<file path="src/battery_charge_cycle_counter_macros.svh">
// ---------------------------------------------------------------------------
// Battery charge cycle counter assertion macros
// Short forms for the clocked checks at the end of the top level.
// ---------------------------------------------------------------------------
`ifndef BATTERY_CHARGE_CYCLE_COUNTER_MACROS_SVH
`define BATTERY_CHARGE_CYCLE_COUNTER_MACROS_SVH

// Same-cycle implication under reset.
`define BCCC_ASSERT_IMPL(lbl, clk, rst_n, ante, cons) \
	lbl: assert property (@(posedge clk) disable iff (!(rst_n)) (ante) |-> (cons)) \
		else $error("bccc check failed");

// Next-cycle implication under reset.
`define BCCC_ASSERT_NEXT(lbl, clk, rst_n, ante, cons) \
	lbl: assert property (@(posedge clk) disable iff (!(rst_n)) (ante) |=> (cons)) \
		else $error("bccc check failed");

`endif

</file>
<file path="src/bccc_pkg.sv">
// ---------------------------------------------------------------------------
// Battery charge cycle counter package
// Types, widths and constants shared by the block's files.
// ---------------------------------------------------------------------------
`default_nettype none

package bccc_pkg;

	localparam int unsigned VAR_W   = 42;
	localparam int unsigned PC_W    = 43;
	localparam int unsigned DEN_W   = 44;
	localparam int unsigned REM_W   = 46;
	localparam int unsigned QUO_W   = 33;
	localparam int unsigned EST_W   = 20;
	localparam int unsigned CFG_W   = 41;
	localparam int unsigned MUL_A_W = 44;
	localparam int unsigned MUL_B_W = 17;
	localparam int unsigned PROD_W  = MUL_A_W + MUL_B_W;

	localparam logic [VAR_W-1:0] VAR_ONE  = 42'h100_0000_0000;
	localparam logic [VAR_W-1:0] VAR_MAX  = 42'h3FF_FFFF_FFFF;
	localparam logic [QUO_W-1:0] GAIN_ONE = 33'h1_0000_0000;
	localparam logic [EST_W-1:0] EST_MAX  = 20'hF_FFFF;

	localparam logic [7:0] PCT_FULL = 8'd100;
	localparam logic [7:0] BAND_LOW = 8'd70;
	localparam logic [7:0] TOP_LOW  = 8'd90;
	localparam logic [7:0] TOP_HIGH = 8'd100;
	localparam logic [7:0] PCT_SAT  = 8'd255;

	localparam logic [5:0] GAIN_STEPS = 6'd33;
	localparam logic [5:0] PCT_STEPS  = 6'd9;

	// Configuration register indexes
	typedef enum logic [2:0] {
		REG_PROC_VAR   = 3'd0,
		REG_MEAS_VAR   = 3'd1,
		REG_VOLTS_CNT  = 3'd2,
		REG_FULL_SCALE = 3'd3,
		REG_INIT_CYC   = 3'd4,
		REG_INIT_EST   = 3'd5
	} cfg_idx_t;

	// Sequencer states
	typedef enum logic [3:0] {
		ST_IDLE,
		ST_MEAS,
		ST_GAIN_SET,
		ST_GAIN_DIV,
		ST_VAR_LO,
		ST_VAR_HI,
		ST_VAR_SUM,
		ST_EST_LO,
		ST_EST_HI,
		ST_PCT_MUL,
		ST_PCT_SET,
		ST_PCT_DIV,
		ST_FINISH
	} state_t;

	// Divider control from the sequencer
	typedef struct packed {
		logic       start;
		logic [5:0] steps;
	} div_ctl_t;

endpackage

`default_nettype wire

</file>
<file path="src/bccc_in_if.sv">
// ---------------------------------------------------------------------------
// Sample channel
// Valid/ready channel that carries one ADC sample per beat.
// ---------------------------------------------------------------------------
`default_nettype none

interface bccc_in_if #(
	parameter int unsigned ADC_BITS = 12
);
	logic                valid;
	logic                ready;
	logic [ADC_BITS-1:0] sample;

	modport source (output valid, output sample, input ready);
	modport sink (input valid, input sample, output ready);
endinterface

`default_nettype wire

</file>
<file path="src/bccc_out_if.sv">
// ---------------------------------------------------------------------------
// Result channel
// Valid/ready channel that carries one filtered result per beat.
// ---------------------------------------------------------------------------
`default_nettype none

interface bccc_out_if;
	logic        valid;
	logic        ready;
	logic [19:0] filtered_voltage;
	logic [7:0]  charge_percent;
	logic [7:0]  cycle_count;
	logic        cycle_done;

	modport source (output valid, output filtered_voltage, output charge_percent,
		output cycle_count, output cycle_done, input ready);
	modport sink (input valid, input filtered_voltage, input charge_percent,
		input cycle_count, input cycle_done, output ready);
endinterface

`default_nettype wire

</file>
<file path="src/bccc_div.sv">
// ---------------------------------------------------------------------------
// Serial restoring divider
// One quotient bit per cycle; the first step compares without a shift.
// ---------------------------------------------------------------------------
`default_nettype none

module bccc_div (
	input  wire                           clk,
	input  wire                           arst_n,
	input  bccc_pkg::div_ctl_t            ctl,
	input  wire  [bccc_pkg::PC_W-1:0]     rem_init,
	input  wire  [bccc_pkg::DEN_W-1:0]    den,
	input  wire  [7:0]                    shin,
	output logic                          busy,
	output logic [bccc_pkg::QUO_W-1:0]    quo
);

	logic                         busy_q;
	logic                         first_q;
	logic [5:0]                   cnt_q;
	logic [bccc_pkg::REM_W-1:0]   rem_q;
	logic [bccc_pkg::DEN_W-1:0]   den_q;
	logic [7:0]                   sh_q;
	logic [bccc_pkg::QUO_W-1:0]   quo_q;
	logic [bccc_pkg::REM_W-1:0]   cand;
	logic                         ge;

	// Candidate remainder and the compare of this step.
	always_comb begin
		cand = first_q ? rem_q : {rem_q[bccc_pkg::REM_W-2:0], sh_q[7]};
		ge   = cand >= {2'b00, den_q};
	end

	// Control: count the steps down while busy.
	always_ff @(posedge clk or negedge arst_n) begin
		if (!arst_n) begin
			busy_q  <= 1'b0;
			first_q <= 1'b0;
			cnt_q   <= '0;
		end else if (ctl.start) begin
			busy_q  <= 1'b1;
			first_q <= 1'b1;
			cnt_q   <= ctl.steps;
		end else if (busy_q) begin
			first_q <= 1'b0;
			cnt_q   <= cnt_q - 6'd1;
			if (cnt_q == 6'd1) begin
				busy_q <= 1'b0;
			end
		end
	end

	// Datapath: remainder, shift-in bits and quotient.
	always_ff @(posedge clk) begin
		if (ctl.start) begin
			rem_q <= {{(bccc_pkg::REM_W-bccc_pkg::PC_W){1'b0}}, rem_init};
			den_q <= den;
			sh_q  <= shin;
			quo_q <= '0;
		end else if (busy_q) begin
			rem_q <= ge ? cand - {2'b00, den_q} : cand;
			if (!first_q) begin
				sh_q <= {sh_q[6:0], 1'b0};
			end
			quo_q <= {quo_q[bccc_pkg::QUO_W-2:0], ge};
		end
	end

	assign busy = busy_q;
	assign quo  = quo_q;

endmodule

`default_nettype wire

</file>
<file path="src/battery_charge_cycle_counter.sv">
// ---------------------------------------------------------------------------
// Battery charge cycle counter
// Scalar Kalman filter on battery voltage samples with charge cycle counting.
// ---------------------------------------------------------------------------
//
//  Channel  Direction  Beat carries
//  in_ch    sink       sample
//  out_ch   source     filtered_voltage, charge_percent, cycle_count, cycle_done
//  cfg      write      cfg_index, cfg_data under cfg_we
//
// The serial divider takes 33 steps for the gain and 9 for the percent.
// One 44x17 multiplier is shared for the scaling, the variance, the update
// and the percent. A new sample is taken only once the previous result has
// been loaded into the output register; a stalled result holds that load.
// Reset needs no pass.
//
`default_nettype none
`include "battery_charge_cycle_counter_macros.svh"

module battery_charge_cycle_counter #(
	parameter int unsigned ADC_BITS = 12
) (
	input  wire                       clk,
	input  wire                       arst_n,
	bccc_in_if.sink                   in_ch,
	bccc_out_if.source                out_ch,
	input  wire                       cfg_we,
	input  wire  [2:0]                cfg_index,
	input  wire  [bccc_pkg::CFG_W-1:0] cfg_data
);

	bccc_pkg::state_t state_q, state_d;

	// Configuration registers
	logic [40:0] proc_var_q;
	logic [40:0] meas_var_q;
	logic [15:0] vpc_q;
	logic [19:0] fs_q;

	// Filter state
	logic [bccc_pkg::VAR_W-1:0] var_q;
	logic [19:0]                est_q;
	logic                       band_q;
	logic                       top_q;
	logic [7:0]                 cycles_q;

	// Working registers
	logic [ADC_BITS-1:0]         s_q;
	logic [bccc_pkg::PC_W-1:0]   pc_q;
	logic [19:0]                 mag_q;
	logic                        up_q;
	logic                        den_zero_q;
	logic [bccc_pkg::QUO_W-1:0]  gain_q;
	logic [bccc_pkg::PROD_W-1:0] prod_q;
	logic [bccc_pkg::PROD_W-1:0] acc_q;
	logic [7:0]                  pct_q;

	// Output register
	logic        out_valid_q;
	logic [19:0] out_est_q;
	logic [7:0]  out_pct_q;
	logic [7:0]  out_cyc_q;
	logic        out_done_q;

	// Shared multiplier operands
	logic [bccc_pkg::MUL_A_W-1:0] mul_a;
	logic [bccc_pkg::MUL_B_W-1:0] mul_b;

	// Divider hookup
	bccc_pkg::div_ctl_t          div_ctl;
	logic [bccc_pkg::PC_W-1:0]   div_rem;
	logic [bccc_pkg::DEN_W-1:0]  div_den;
	logic [7:0]                  div_sh;
	logic                        div_busy;
	logic [bccc_pkg::QUO_W-1:0]  div_quo;

	// Combinational helpers
	logic [32:0]                 meas_raw;
	logic [19:0]                 meas_c;
	logic [bccc_pkg::DEN_W-1:0]  den_c;
	logic [bccc_pkg::QUO_W-1:0]  omg;
	logic [bccc_pkg::PROD_W-1:0] var_sum;
	logic [44:0]                 nv;
	logic [53:0]                 est_sum;
	logic [21:0]                 delta;
	logic [20:0]                 est_up;
	logic [19:0]                 est_new;
	logic [26:0]                 pct_prod;
	logic                        band_n;
	logic                        top_n;
	logic                        done_n;
	logic                        out_free;
	logic                        in_fire;

	assign in_fire  = in_ch.valid && in_ch.ready;
	assign out_free = !out_valid_q || out_ch.ready;

	// Scaled measurement, rounded and clamped to 20 bits.
	always_comb begin
		meas_raw = {1'b0, prod_q[31:0]} + 33'd128;
		meas_c   = (meas_raw[32:8] > {5'd0, bccc_pkg::EST_MAX}) ?
			bccc_pkg::EST_MAX : meas_raw[27:8];
		den_c    = {1'b0, pc_q} + {3'd0, meas_var_q};
		omg      = bccc_pkg::GAIN_ONE - gain_q;
		var_sum  = prod_q + acc_q;
		nv       = var_sum[60:16];
		est_sum  = {prod_q[37:0], 16'd0} + {1'b0, acc_q[52:0]};
		delta    = est_sum[53:32];
		est_up   = {1'b0, est_q} + {1'b0, delta[19:0]};
		pct_prod = prod_q[26:0];
	end

	// New estimate: step towards the measurement, clamped to 20 bits.
	always_comb begin
		if (up_q) begin
			est_new = (est_up[20] || delta[21:20] != 2'd0) ? bccc_pkg::EST_MAX : est_up[19:0];
		end else begin
			est_new = ({2'd0, est_q} < delta) ? 20'd0 : est_q - delta[19:0];
		end
	end

	// Flag update for the finished percent.
	always_comb begin
		band_n = band_q || (pct_q >= bccc_pkg::BAND_LOW && pct_q < bccc_pkg::TOP_LOW);
		top_n  = top_q || (pct_q >= bccc_pkg::TOP_LOW && pct_q <= bccc_pkg::TOP_HIGH);
		done_n = band_n && top_n && pct_q >= bccc_pkg::TOP_LOW;
	end

	// Sequencer: next state, multiplier operands and divider control.
	always_comb begin
		state_d       = state_q;
		mul_a         = '0;
		mul_b         = '0;
		div_ctl.start = 1'b0;
		div_ctl.steps = bccc_pkg::GAIN_STEPS;
		div_rem       = pc_q;
		div_den       = den_c;
		div_sh        = 8'd0;
		in_ch.ready   = 1'b0;
		case (state_q)
			bccc_pkg::ST_IDLE: begin
				in_ch.ready = 1'b1;
				if (in_ch.valid) begin
					state_d = bccc_pkg::ST_MEAS;
				end
			end
			bccc_pkg::ST_MEAS: begin
				mul_a   = {{(bccc_pkg::MUL_A_W-ADC_BITS){1'b0}}, s_q};
				mul_b   = {1'b0, vpc_q};
				state_d = bccc_pkg::ST_GAIN_SET;
			end
			bccc_pkg::ST_GAIN_SET: begin
				div_ctl.start = 1'b1;
				state_d       = bccc_pkg::ST_GAIN_DIV;
			end
			bccc_pkg::ST_GAIN_DIV: begin
				if (!div_busy) begin
					state_d = bccc_pkg::ST_VAR_LO;
				end
			end
			bccc_pkg::ST_VAR_LO: begin
				mul_a   = {1'b0, pc_q};
				mul_b   = {1'b0, omg[15:0]};
				state_d = bccc_pkg::ST_VAR_HI;
			end
			bccc_pkg::ST_VAR_HI: begin
				mul_a   = {1'b0, pc_q};
				mul_b   = omg[32:16];
				state_d = bccc_pkg::ST_VAR_SUM;
			end
			bccc_pkg::ST_VAR_SUM: begin
				mul_a   = {24'd0, mag_q};
				mul_b   = {1'b0, gain_q[15:0]};
				state_d = bccc_pkg::ST_EST_LO;
			end
			bccc_pkg::ST_EST_LO: begin
				mul_a   = {24'd0, mag_q};
				mul_b   = gain_q[32:16];
				state_d = bccc_pkg::ST_EST_HI;
			end
			bccc_pkg::ST_EST_HI: begin
				state_d = bccc_pkg::ST_PCT_MUL;
			end
			bccc_pkg::ST_PCT_MUL: begin
				mul_a   = {24'd0, est_q};
				mul_b   = {9'd0, bccc_pkg::PCT_FULL};
				state_d = bccc_pkg::ST_PCT_SET;
			end
			bccc_pkg::ST_PCT_SET: begin
				div_ctl.start = 1'b1;
				div_ctl.steps = bccc_pkg::PCT_STEPS;
				div_rem       = {24'd0, pct_prod[26:8]};
				div_den       = {24'd0, fs_q};
				div_sh        = pct_prod[7:0];
				state_d       = bccc_pkg::ST_PCT_DIV;
			end
			bccc_pkg::ST_PCT_DIV: begin
				if (!div_busy) begin
					state_d = bccc_pkg::ST_FINISH;
				end
			end
			bccc_pkg::ST_FINISH: begin
				if (out_free) begin
					state_d = bccc_pkg::ST_IDLE;
				end
			end
			default: begin
				state_d = bccc_pkg::ST_IDLE;
			end
		endcase
	end

	// State register.
	always_ff @(posedge clk or negedge arst_n) begin
		if (!arst_n) begin
			state_q <= bccc_pkg::ST_IDLE;
		end else begin
			state_q <= state_d;
		end
	end

	// Shared multiplier with registered product.
	always_ff @(posedge clk) begin
		prod_q <= mul_a * mul_b;
	end

	// Configuration registers and filter state. The initial cycle count and
	// estimate registers act only by loading the filter state when written.
	always_ff @(posedge clk or negedge arst_n) begin
		if (!arst_n) begin
			proc_var_q <= 41'd10995;
			meas_var_q <= 41'd12334789;
			vpc_q      <= 16'd34477;
			fs_q       <= 20'd550502;
			var_q      <= bccc_pkg::VAR_ONE;
			est_q      <= 20'd0;
			band_q     <= 1'b0;
			top_q      <= 1'b0;
			cycles_q   <= 8'd0;
		end else begin
			if (cfg_we) begin
				case (cfg_index)
					bccc_pkg::REG_PROC_VAR:   proc_var_q <= cfg_data;
					bccc_pkg::REG_MEAS_VAR:   meas_var_q <= cfg_data;
					bccc_pkg::REG_VOLTS_CNT:  vpc_q <= cfg_data[15:0];
					bccc_pkg::REG_FULL_SCALE: fs_q <= cfg_data[19:0];
					bccc_pkg::REG_INIT_CYC: begin
						cycles_q <= cfg_data[7:0];
					end
					bccc_pkg::REG_INIT_EST: begin
						est_q <= cfg_data[19:0];
					end
					default: begin
					end
				endcase
			end
			if (state_q == bccc_pkg::ST_VAR_SUM) begin
				var_q <= (nv > {3'd0, bccc_pkg::VAR_MAX}) ? bccc_pkg::VAR_MAX : nv[41:0];
			end
			if (state_q == bccc_pkg::ST_EST_HI) begin
				est_q <= est_new;
			end
			if (state_q == bccc_pkg::ST_FINISH && out_free) begin
				band_q <= band_n && !done_n;
				top_q  <= top_n && !done_n;
				if (done_n) begin
					cycles_q <= cycles_q + 8'd1;
				end
			end
		end
	end

	// Working registers of one sample.
	always_ff @(posedge clk) begin
		case (state_q)
			bccc_pkg::ST_IDLE: begin
				if (in_fire) begin
					s_q <= in_ch.sample;
				end
			end
			bccc_pkg::ST_MEAS: begin
				pc_q <= {1'b0, var_q} + {2'd0, proc_var_q};
			end
			bccc_pkg::ST_GAIN_SET: begin
				up_q       <= meas_c >= est_q;
				mag_q      <= (meas_c >= est_q) ? meas_c - est_q : est_q - meas_c;
				den_zero_q <= den_c == '0;
			end
			bccc_pkg::ST_GAIN_DIV: begin
				if (!div_busy) begin
					gain_q <= den_zero_q ? '0 : div_quo;
				end
			end
			bccc_pkg::ST_VAR_HI: begin
				acc_q <= {16'd0, prod_q[60:16]};
			end
			bccc_pkg::ST_EST_HI: begin
				acc_q <= '0;
			end
			bccc_pkg::ST_EST_LO: begin
				acc_q <= prod_q + 61'h0_8000_0000;
			end
			bccc_pkg::ST_PCT_DIV: begin
				if (!div_busy) begin
					pct_q <= div_quo[8] ? bccc_pkg::PCT_SAT : div_quo[7:0];
				end
			end
			default: begin
			end
		endcase
	end

	// Output register: loaded at the end of a sample, freed by a beat.
	always_ff @(posedge clk or negedge arst_n) begin
		if (!arst_n) begin
			out_valid_q <= 1'b0;
		end else if (state_q == bccc_pkg::ST_FINISH && out_free) begin
			out_valid_q <= 1'b1;
		end else if (out_ch.ready) begin
			out_valid_q <= 1'b0;
		end
	end

	always_ff @(posedge clk) begin
		if (state_q == bccc_pkg::ST_FINISH && out_free) begin
			out_est_q  <= est_q;
			out_pct_q  <= pct_q;
			out_cyc_q  <= done_n ? cycles_q + 8'd1 : cycles_q;
			out_done_q <= done_n;
		end
	end

	assign out_ch.valid            = out_valid_q;
	assign out_ch.filtered_voltage = out_est_q;
	assign out_ch.charge_percent   = out_pct_q;
	assign out_ch.cycle_count      = out_cyc_q;
	assign out_ch.cycle_done       = out_done_q;

	bccc_div u_div (
		.clk      (clk),
		.arst_n   (arst_n),
		.ctl      (div_ctl),
		.rem_init (div_rem),
		.den      (div_den),
		.shin     (div_sh),
		.busy     (div_busy),
		.quo      (div_quo)
	);

	// Checks on the sequencer and the datapath.
	`BCCC_ASSERT_NEXT(a_busy_after_beat, clk, arst_n, in_fire, !in_ch.ready)
	`BCCC_ASSERT_IMPL(a_ready_idle_only, clk, arst_n, state_q != bccc_pkg::ST_IDLE, !in_ch.ready)
	`BCCC_ASSERT_IMPL(a_done_top_pct, clk, arst_n, out_ch.valid && out_ch.cycle_done, out_ch.charge_percent >= bccc_pkg::TOP_LOW)
	`BCCC_ASSERT_IMPL(a_gain_bound, clk, arst_n, state_q == bccc_pkg::ST_VAR_LO, gain_q <= bccc_pkg::GAIN_ONE)

endmodule

`default_nettype wire
</file>
<file path="src/flat_wrapper.sv">
// flat-port wrapper written by rule: the top's interface ports become plain ports
module battery_charge_cycle_counter_flat 
#(
	parameter int unsigned ADC_BITS = 12
)
  (clk, arst_n, cfg_we, cfg_index, cfg_data, in_ch_valid, in_ch_sample, in_ch_ready, out_ch_valid, out_ch_filtered_voltage, out_ch_charge_percent, out_ch_cycle_count, out_ch_cycle_done, out_ch_ready);
  bccc_in_if #(.ADC_BITS(ADC_BITS)) in_ch_i ();
  bccc_out_if out_ch_i ();
  input  wire clk;
  input  wire arst_n;
  input  wire cfg_we;
  input  wire  [2:0] cfg_index;
  input  wire  [bccc_pkg::CFG_W-1:0] cfg_data;
  input wire logic [$bits(in_ch_i.valid)-1:0] in_ch_valid;
  input wire logic [$bits(in_ch_i.sample)-1:0] in_ch_sample;
  output wire logic [$bits(in_ch_i.ready)-1:0] in_ch_ready;
  output wire logic [$bits(out_ch_i.valid)-1:0] out_ch_valid;
  output wire logic [$bits(out_ch_i.filtered_voltage)-1:0] out_ch_filtered_voltage;
  output wire logic [$bits(out_ch_i.charge_percent)-1:0] out_ch_charge_percent;
  output wire logic [$bits(out_ch_i.cycle_count)-1:0] out_ch_cycle_count;
  output wire logic [$bits(out_ch_i.cycle_done)-1:0] out_ch_cycle_done;
  input wire logic [$bits(out_ch_i.ready)-1:0] out_ch_ready;
  assign in_ch_i.valid = in_ch_valid;
  assign in_ch_i.sample = in_ch_sample;
  assign in_ch_ready = in_ch_i.ready;
  assign out_ch_valid = out_ch_i.valid;
  assign out_ch_filtered_voltage = out_ch_i.filtered_voltage;
  assign out_ch_charge_percent = out_ch_i.charge_percent;
  assign out_ch_cycle_count = out_ch_i.cycle_count;
  assign out_ch_cycle_done = out_ch_i.cycle_done;
  assign out_ch_i.ready = out_ch_ready;
  battery_charge_cycle_counter #(.ADC_BITS(ADC_BITS)) u_core (.clk(clk), .arst_n(arst_n), .in_ch(in_ch_i), .out_ch(out_ch_i), .cfg_we(cfg_we), .cfg_index(cfg_index), .cfg_data(cfg_data));
endmodule
</file>
<file path="config.mk">
export PLATFORM = sky130hd
export DESIGN_NAME = battery_charge_cycle_counter_flat
export DESIGN_NICKNAME = d
export VERILOG_FILES = /design/src/bccc_pkg.sv /design/src/bccc_in_if.sv /design/src/bccc_out_if.sv /design/src/bccc_div.sv /design/src/battery_charge_cycle_counter.sv /design/src/flat_wrapper.sv
export VERILOG_INCLUDE_DIRS = /design/src /design/src/src
export SDC_FILE = /design/constraint.sdc
export NUM_CORES = 2
export LEC_CHECK = 0
export BUFFER_PORTS_ARGS = -buffer_cell sky130_fd_sc_hd__buf_4
export CAP_MARGIN = 10
export CELL_PAD_IN_SITES_DETAIL_PLACEMENT = 0
export CELL_PAD_IN_SITES_GLOBAL_PLACEMENT = 1
export CORE_MARGIN = 2
export CORE_UTILIZATION = 41
export CTS_BUF_LIST = sky130_fd_sc_hd__clkbuf_8
export DETAILED_ROUTE_END_ITERATION = 7
export PLACE_DENSITY_LB_ADDON = 0.15
export SLEW_MARGIN = 15
export SYNTH_ARGS = -nofsm -noshare
export SYNTH_HDL_FRONTEND = slang
export SYNTH_HIERARCHICAL = 1
export SYNTH_SLANG_ARGS = --single-unit
</file>
<file path="constraint.sdc">
create_clock -name clk -period 17.4 [get_ports clk]
set_input_delay 3.48 -clock clk [delete_from_list [all_inputs] [get_ports clk]]
set_output_delay 3.48 -clock clk [all_outputs]
set_load 0.01 [all_outputs]
</file>
==> flow_summary_export.csv <==
group,metric,value,unit
timing,setup_ws,6.321,ns
synthesis,yosysTopAreaCell,"fa_1",
global_routing,grt_pass1_wl,333.1,mm
timing,skew,0.06693,ns
synthesis,yosysSeqAreaShare,0.2578,
run_status,status,"finished clean",
timing,rsz0062_at_grt,"no",
global_routing,groute.usage.overall,0.2817,
timing,min_period,11.08,ns
drt,drtAntennaViolNets,0,
critical_path,cp-end-kind,"flop",
clocking,ctsResizeCount,0,
timing,fmax,90.26,MHz
global_routing,grt_max_degree,89,
placed_design,gp_congestion,0.9456,
synthesis,ys_seq_elements,611,
global_routing,grt-ovfl-total,0,
clocking,cts_sinks,611,
layout,fin_area,69240,µm²
pwr,p_total,13.24,mW
drt,drtIter0Drc,4291,
synthesis,synthCells,7009,
critical_path,crit_top_cell,"fa_1",
critical_path,regToRegSetupSlack,6.32,ns
critical_path,cpPeakStageDelay,0.74,ns
floorplanning,dieArea,158500,µm²
clocking,cts_made_buffers,114,
clocking,clk_pin_slew,0.06,ns
critical_path,r2r_start,"u_core/gain_q[3]$_SDFFCE_PP0P_",
critical_path,rr_worst_depth,34,
synthesis,yosysWarnings,6,
critical_path,crit_required,18.13,ns
hold_path,min_path_cells,0,
pwr,p_leak,32.06,nW
synthesis,synth-edff-count,311,
floorplanning,initial_utilization,0.4128,
synthesis,netlist_area,63670,µm²
clocking,cts_setup_buffers,0,
pwr,powerDensity,191.2,nW/µm²
placed_design,dpl.hpwl,174.9,mm
timing,finalHoldViolCount,0,
timing,min_period_over_period,0.6367,
synthesis,synthTopCellsByArea,"fa_1 20%, edfxtp_1 15%, ha_1 8.7%",
synthesis,ys.flop_type,"edfxtp_1",
clocking,cts-htree-levels,3,
clocking,holdBufCountCts,0,
floorplanning,die_y,398.1,µm
clocking,clkLatencyLatePin,0.89,ns
global_routing,grt_pass1_vias,51320,
synthesis,avgSynthCellArea,9.084,µm²
timing,maxSlewViolCount,0,
placed_design,io_buffers,99,
critical_path,crit_family,"compound AO/OA/AOI/OAI gates",
floorplanning,ios,100,
flow_run,maxCapViolCount,0,
synthesis,yosysTopAreaCellShare,0.1956,
global_routing,antenna_found_initial,16,
timing,worst_pin_slew,1.179,ns
layout,finalNetCount,8154,
critical_path,arrival,11.81,ns
drt,totalWireLength,221.8,mm
floorplanning,row_count,144,
synthesis,ys_types,109,
clocking,cts_tree,"yes",
clocking,clockBufferDepth,3,
critical_path,cp-start-kind,"flop",
timing,maxSlewHeadroom,0.2086,
clocking,cts-root-buf,"clkbuf_8",
hold_path,hold_path_end,"u_core/out_ch.charge_percent[0]$_DFFE_PP_",
pwr,max-vdd-ir-drop,0.0001384,V
timing,setup_viol,0,
drt,via_per_inst,5.548,
critical_path,slowest_stage,"a211oi_1",
critical_path,crit_fanout,23,
floorplanning,die_width,398.1,µm
drt,drc,0,
hold_path,hp-class,"flop to flop",
synthesis,ys_async_sr_fraction,0.3322,
drt,vias,50910,
placed_design,preCtsSetupSlack,6.485,ns
critical_path,path_buf_inv,4,
drt,wl_per_cell,24.17,µm
drt,first_pass_iters,6,
layout,area_growth,8.751,%
critical_path,crit_type,"flop to flop",
critical_path,r2r_end,"u_core/prod_q[59]$_DFF_P_",
placed_design,placed_area,66800,µm²
timing,fin_setup_tns,0,ns
floorplanning,core_area,154200,µm²
layout,drive_above_1_share,0.09863,
hold_path,holdCritStartpoint,"u_core/pct_q[0]$_SDFFCE_PP1P_",
cell type report:
cell class	instances	area, µm²
multi-input cells	5098	42530
repair buffers	210	1582
flip-flops and latches	611	16410
clock inverters	88	643.1
fillers	15280	84990
diodes	3	7.507
inverters	991	3720
well taps	2044	2557
clock buffers	130	1789
logic make-up after synthesis:
logic type / after synthesis / synth area share
AOI/OAI and AO/OA: 1309 / 0.1358
xor gates and xnor gates: 351 / 0.04828
adders and majority gates: 1067 / 0.2830
buffers and inverters: 1302 / 0.07814
DFF: 611 / 0.2578
muxes: 276 / 0.04709
other: 2 / 0.0001180
and+or+nand+nor: 2091 / 0.1498
flip-flops by register name, summed over array words and instances (netlist names), 12 cells and up:
name	flops
u_core/acc_q	61
u_core/est_q	20
u_core/fs_q	20
u_core/gain_q	33
u_core/mag_q	20
u_core/meas_var_q	41
u_core/out_ch.filtered_voltage	20
u_core/pc_q	43
u_core/proc_var_q	41
u_core/prod_q	61
u_core/s_q	12
u_core/u_div/den_q	44
u_core/u_div/quo	33
u_core/u_div/rem_q	46
u_core/var_q	42
u_core/vpc_q	16
Yosys cell counts, types with 188 or more instances:
cell / n
mux2_2: 188
fa_1: 622
nand2_1: 945
inv_1: 990
o21ai_0: 259
a21oi_1: 353
xnor2_1: 213
edfxtp_1: 311
ha_1: 445
nor2_1: 463
clkbuf_1: 250
metrics by stage:
| step | utilization | hold WS [ns] | instances |
|---|---|---|---|
| 2_1_floorplan | - | 0.4207 | 7011 |
| 3_3_place_gp | 0.4331 | 0.4516 | 8953 |
| 3_5_place_dp | 0.4331 | 0.4529 | 8953 |
| 4_1_cts | 0.4489 | 0.4711 | 9171 |
| 5_1_grt | 0.4489 | 0.5014 | 9174 |
| 6_report | 0.4489 | 0.4711 | 9175 |
placed cells by master (no fill, tap or decap), types with 208 or more instances in the layout:
| cell | n |
|---|---|
| a21oi_1 | 352 |
| buf_4 | 208 |
| edfxtp_1 | 311 |
| fa_1 | 622 |
| ha_1 | 445 |
| inv_1 | 1032 |
| nand2_1 | 944 |
| nor2_1 | 459 |
| o21ai_0 | 258 |
| xnor2_1 | 213 |
routing by layer:
metal  vias up  wire length [µm]  track usage
li1      23400                 -            -
met1     25530             98350       0.3916
met2      1641             98720       0.4403
met3       325             14670      0.04161
met4         6             10010       0.1137
met5         -                41            0
power breakdown:
group	leakage, nW	internal, mW	switching (mW)
clock network	1.40	0.798	0.706
registers	5.99	2.25	0.530
logic	24.7	3.32	5.63
worst max-delay path by stage:
stage	slack, ns	startpoint	to	depth (start not counted)
3_5_place_dp	6.49	u_core/gain_q[3]$_SDFFCE_PP0P_	u_core/prod_q[59]$_DFF_P_	34
2_1_floorplan	8.21	u_core/state_q[1]$_DFFE_PN0P_	u_core/prod_q[58]$_DFF_P_	30
3_3_place_gp	6.52	u_core/gain_q[7]$_SDFFCE_PP0P_	u_core/prod_q[59]$_DFF_P_	33
4_1_cts	6.44	u_core/gain_q[3]$_SDFFCE_PP0P_	u_core/prod_q[59]$_DFF_P_	34
6_report	6.32	u_core/gain_q[3]$_SDFFCE_PP0P_	u_core/prod_q[59]$_DFF_P_	34
5_1_grt	5.83	u_core/gain_q[3]$_SDFFCE_PP0P_	u_core/prod_q[59]$_DFF_P_	34
Note: power is estimated with default switching activity, not from simulation.
